File: config.mk
export PLATFORM = sky130hd
export DESIGN_NAME = aecb_ctrl
export DESIGN_NICKNAME = d
export VERILOG_FILES = /design/src/hdl/aecb_pkg.sv /design/src/hdl/aecb_ctrl.sv
export SDC_FILE = /design/constraint.sdc
export NUM_CORES = 1
export LEC_CHECK = 0
export ABC_AREA = 1
export BUFFER_PORTS_ARGS = -buffer_cell sky130_fd_sc_hd__buf_2
export CORE_ASPECT_RATIO = 0.8
export CORE_MARGIN = 10
export CORE_UTILIZATION = 30
export CTS_CLUSTER_DIAMETER = 80
export CTS_CLUSTER_SIZE = 16
export DETAILED_ROUTE_END_ITERATION = 10
export HOLD_SLACK_MARGIN = 0.03
export PLACE_DENSITY = 0.65
export SYNTH_ARGS = -nofsm -noshare
export SYNTH_HDL_FRONTEND = slang
export SYNTH_SLANG_ARGS = --single-unit
File: constraint.sdc
create_clock -name clk -period 1.6 [get_ports clk]
set_input_delay 0.32 -clock clk [delete_from_list [all_inputs] [get_ports clk]]
set_output_delay 0.32 -clock clk [all_outputs]
set_load 0.01 [all_outputs]
File: src/hdl/aecb_pkg.sv
// Package for the alpha edge colour bleed block.
// Command and status types shared by the controller and the datapath, plus op codes, register indices and reset values.
// No dependencies.
package aecb_pkg;

	localparam logic OP_PIXEL = 1'b0;
	localparam logic OP_DRAIN = 1'b1;

	localparam logic [1:0] REG_WIDTH     = 2'd0;
	localparam logic [1:0] REG_HEIGHT    = 2'd1;
	localparam logic [1:0] REG_THRESHOLD = 2'd2;

	localparam int CFG_W = 12;
	localparam logic [11:0] RST_WIDTH     = 12'd2048;
	localparam logic [11:0] RST_HEIGHT    = 12'd2048;
	localparam logic [7:0]  RST_THRESHOLD = 8'd20;

	typedef struct packed {
		logic wr_px;      // store incoming pixel, advance input position
		logic rd_center;  // read the pixel due for output
		logic scan_init;  // latch centre, set up the window scan
		logic rd_cand;    // read the next window candidate
		logic eval_cand;  // compare the candidate just read
		logic load_ctr;   // load the output with the centre pixel
		logic load_scan;  // load the output with the scan winner
		logic pop_out;    // result taken, advance output position
	} dp_cmd_t;

	typedef struct packed {
		logic in_done;
		logic emit_due;
		logic ctr_opaque;
		logic scan_last;
	} dp_stat_t;

endpackage

File: src/hdl/aecb_ctrl.sv
// Controller of the alpha edge colour bleed block: sequences storing,
// the centre read and the window scan. Depends on aecb_pkg.
module aecb_ctrl (
	input  logic               clk,
	input  logic               arst_n,
	input  logic               in_valid,
	input  logic               in_op,
	output logic               in_ready,
	input  logic               out_ready,
	input  aecb_pkg::dp_stat_t stat,
	output aecb_pkg::dp_cmd_t  cmd
);
	import aecb_pkg::*;

	typedef enum logic [6:0] {
		S_IDLE   = 7'b0000001,
		S_DECIDE = 7'b0000010,
		S_CENTER = 7'b0000100,
		S_CWAIT  = 7'b0001000,
		S_SCAN   = 7'b0010000,
		S_SWAIT  = 7'b0100000,
		S_OUT    = 7'b1000000
	} state_t;

	state_t state_q, state_d;
	logic   acc;

	assign in_ready = (state_q == S_IDLE);
	assign acc      = in_valid && in_ready;

	always_comb begin
		state_d = state_q;
		cmd     = '0;
		unique case (state_q)
			S_IDLE: begin
				if (acc) begin
					if (in_op == OP_PIXEL && !stat.in_done) begin
						cmd.wr_px = 1'b1;
						state_d   = S_DECIDE;
					end else if (stat.in_done) begin
						state_d = S_CENTER;
					end
				end
			end
			S_DECIDE: state_d = stat.emit_due ? S_CENTER : S_IDLE;
			S_CENTER: begin
				cmd.rd_center = 1'b1;
				state_d       = S_CWAIT;
			end
			S_CWAIT: begin
				if (stat.ctr_opaque) begin
					cmd.load_ctr = 1'b1;
					state_d      = S_OUT;
				end else begin
					cmd.scan_init = 1'b1;
					state_d       = S_SCAN;
				end
			end
			S_SCAN: begin
				cmd.rd_cand = 1'b1;
				state_d     = S_SWAIT;
			end
			S_SWAIT: begin
				cmd.eval_cand = 1'b1;
				if (stat.scan_last) begin
					cmd.load_scan = 1'b1;
					state_d       = S_OUT;
				end else begin
					state_d = S_SCAN;
				end
			end
			S_OUT: begin
				if (out_ready) begin
					cmd.pop_out = 1'b1;
					state_d     = S_IDLE;
				end
			end
			default: state_d = S_IDLE;
		endcase
	end

	always_ff @(posedge clk or negedge arst_n) begin
		if (!arst_n)
			state_q <= S_IDLE;
		else
			state_q <= state_d;
	end
endmodule

==> impl_metrics.yaml <==
floorplan:
  die_area_um2: 3690
  start_util: 0.312
  core_um2: 1590
  dieWidth_um: 65.5
  row_count: 13
  die_h_um: 56.4
  ios: 18
power:
  clock_power_share: 0.146
  p_per_area_nw_per_um2: 1420
  sequentialPowerShare: 0.246
  leakage_uw: 0.000423
  power_frac_comb: 0.608
  p_switching_uw: 491
  power.internal_uw: 659
  ir_drop_v: 0.000525
  p_sw_frac: 0.427
clocking:
  cts_buffer_depth: 2
  clk_pin_slew_ns: 0.06
  cts_root_buf: "clkbuf_4"
  clock-sinks: 7
  cts_tree: "done"
  clock_latency_ns: 0.26
  htreeDepth: 1
  cts_inserted_buffers: 3
sta:
  finalSetupViolations: 5
  fin_hold_ws_ns: 0.272
  rsz0062_at_grt: "yes"
  finalMaxSlewViolations: 0
  fin_skew_ns: 0.00102
  hold_viol_final: 0
  max_freq_mhz: 592
  fin_ws_ns: -0.0883
  timing.slew.headroom: 0.844
  worstMarginPinSlew_ns: 0.232
  post-route-period-util: 1.06
  fin_crit_ns: 1.69
logic_synthesis:
  syn-num-nets: 80
  synth_common_cells: "16 x nand2_1, 16 x nor2_1, 10 x inv_1, 6 x dfrtp_1, 4 x nor2_2"
  post_synth_inst_count: 71
  ys_top_cells_by_area: "dfrtp_1 30%, nand2_1 12%, nor2_1 12%"
  seq_area_frac_synth: 0.355
  netlist.area_leader.share: 0.302
  synth_ff_type: "dfrtp_1"
  ys_ff_latch: 7
  netlist_area_um2: 497
  yosys_warnings: 0
  synth_top_area_cell: "dfrtp_1"
  synth_edf_count: 0
  syn_avg_cell_area_um2: 7.00
  synthArstFlopShare: 1.00
  synth_cell_types: 19
final_layout:
  reg_top3: "state_q (7)"
  fin_nets: 113
  top_register: "state_q"
  largest_reg_flops: 7
  drive_gt1_frac: 0.583
  finish.utilization: 0.509
  areaGrowthSynthToFinish_pct: 63.2
  diodes: 0
global_routing:
  met3_usage: 0.0238
  grt_pass1_wl_um: 2190
  grtUsageTotal: 0.0747
  grt_busiest_layer: "met2"
  gr-usage-met2: 0.118
  grt_pass1_vias: 501
  grt-ovfl-total: 0
  met1_usage: 0.0811
  grt_max_degree: 8
  antenna_found_initial: 0
status:
  violations: "setup timing"
  outcome: "complete, but fails checks"
worst_setup_path:
  cp_slowest_cell: "dfstp_2"
  cp-end-kind: "output port"
  critical_path_class: "reg -> out"
  cp.arrival_ns: 1.37
  start_kind: "flop"
  critPathRequiredTime_ns: 1.28
  reg2reg_slack_ns: 0.14
  path_cells: "inv_2 -> nor2_2 -> nand2_2 -> nor4_2 -> buf_2"
  cp_max_fo: 3
  slowest_delay_ns: 0.57
detailed_routing:
  antenna_left: 0
  drt_wl_total_um: 1340
  num_vias: 530
  via_per_inst: 4.24
  drt-initial-drc-count: 7
  drcViolationCount: 0
  firstDrtPassIters: 3
  drt-wirelength-per-cell_um: 10.7
place:
  gp_congestion: 0.707
  dpl_worst_slack_ns: 0.105
  dp_hpwl_um: 946
  io_buffers: 17
run:
  max-cap-violations: 0
min_path:
  hp-class: "in -> reg"
==> path summary, 6_finish.rpt <==
check                           start          to  cells after the start
min reg2reg                state_q[0]  state_q[0]                      2
max in group asynchronous      arst_n  state_q[0]                      2
max reg2reg                state_q[5]  state_q[6]                      8
min                           stat[0]  state_q[4]                      2
max                        state_q[0]      cmd[7]                      5
min in group asynchronous      arst_n  state_q[4]                      2
==> layout make-up <==
class | instances | area (µm²)
sequential | 7 | 179
multi-input combinational | 53 | 343
timing repair buffer | 28 | 194
clock buffer | 4 | 26.3
fill | 168 | 783
tap | 22 | 27.5
inverter | 11 | 41.3
==> cell families after synthesis <==
family	after synthesis	share of synthesized area
buf+inv	11	0.0831
compound gates	3	0.0428
flops	7	0.355
simple gates	50	0.519
==> worst max-delay path, delay by kind of cell (launching register included) <==
| kind | cells | cell delay, ns |
|---|---|---|
| DFF | 1 | 0.57 |
| and+or+nand+nor | 3 | 0.32 |
| buffers and inverters | 2 | 0.22 |
==> what timing repair did <==
item	in CTS	in global routing
hold buffers	1	0
gates resized for setup	7	19
endpoints found under the hold margin	6	0
setup buffers	5	5
gates cloned	0	0
setup endpoints to repair	7	9
pin swaps	5	7
==> metal layers <==
layer | vias up | routed length, µm
li1 | 284 | -
met1 | 233 | 558
met2 | 9 | 720
met3 | 4 | 23
met4 | 0 | 38
met5 | - | 0
==> power by group through the flow <==
stage | Sequential [µW] | Combinational [µW] | Clock (µW)
floorplan | 261 | 342 | 0
global placement | 268 | 438 | 0
detailed placement | 268 | 443 | 0
CTS | 270 | 546 | 174
global route | 289 | 775 | 187
finish | 283 | 699 | 168
==> layout by cell type (no fill, tap or decap), types with 3 or more instances in the layout <==
master / count
nor2_4: 8
nor2_1: 9
clkbuf_4: 3
nand2_1: 12
buf_2: 15
nand2_2: 5
dfrtp_1: 4
nor2_2: 6
buf_6: 5
inv_1: 9
buf_4: 7
==> metrics by stage <==
stage / TNS [ns] / area, µm² / total power (µW) / std cells
after floorplan: 0 / 497 / 604 / 71
after global placement: 0 / 609 / 706 / 110
after detailed placement: 0 / 609 / 711 / 110
after CTS: -0.249 / 711 / 989 / 120
after global routing: -0.809 / 811 / 1250 / 125
final: -0.237 / 811 / 1150 / 125
Power figures use the tool's default switching activity.
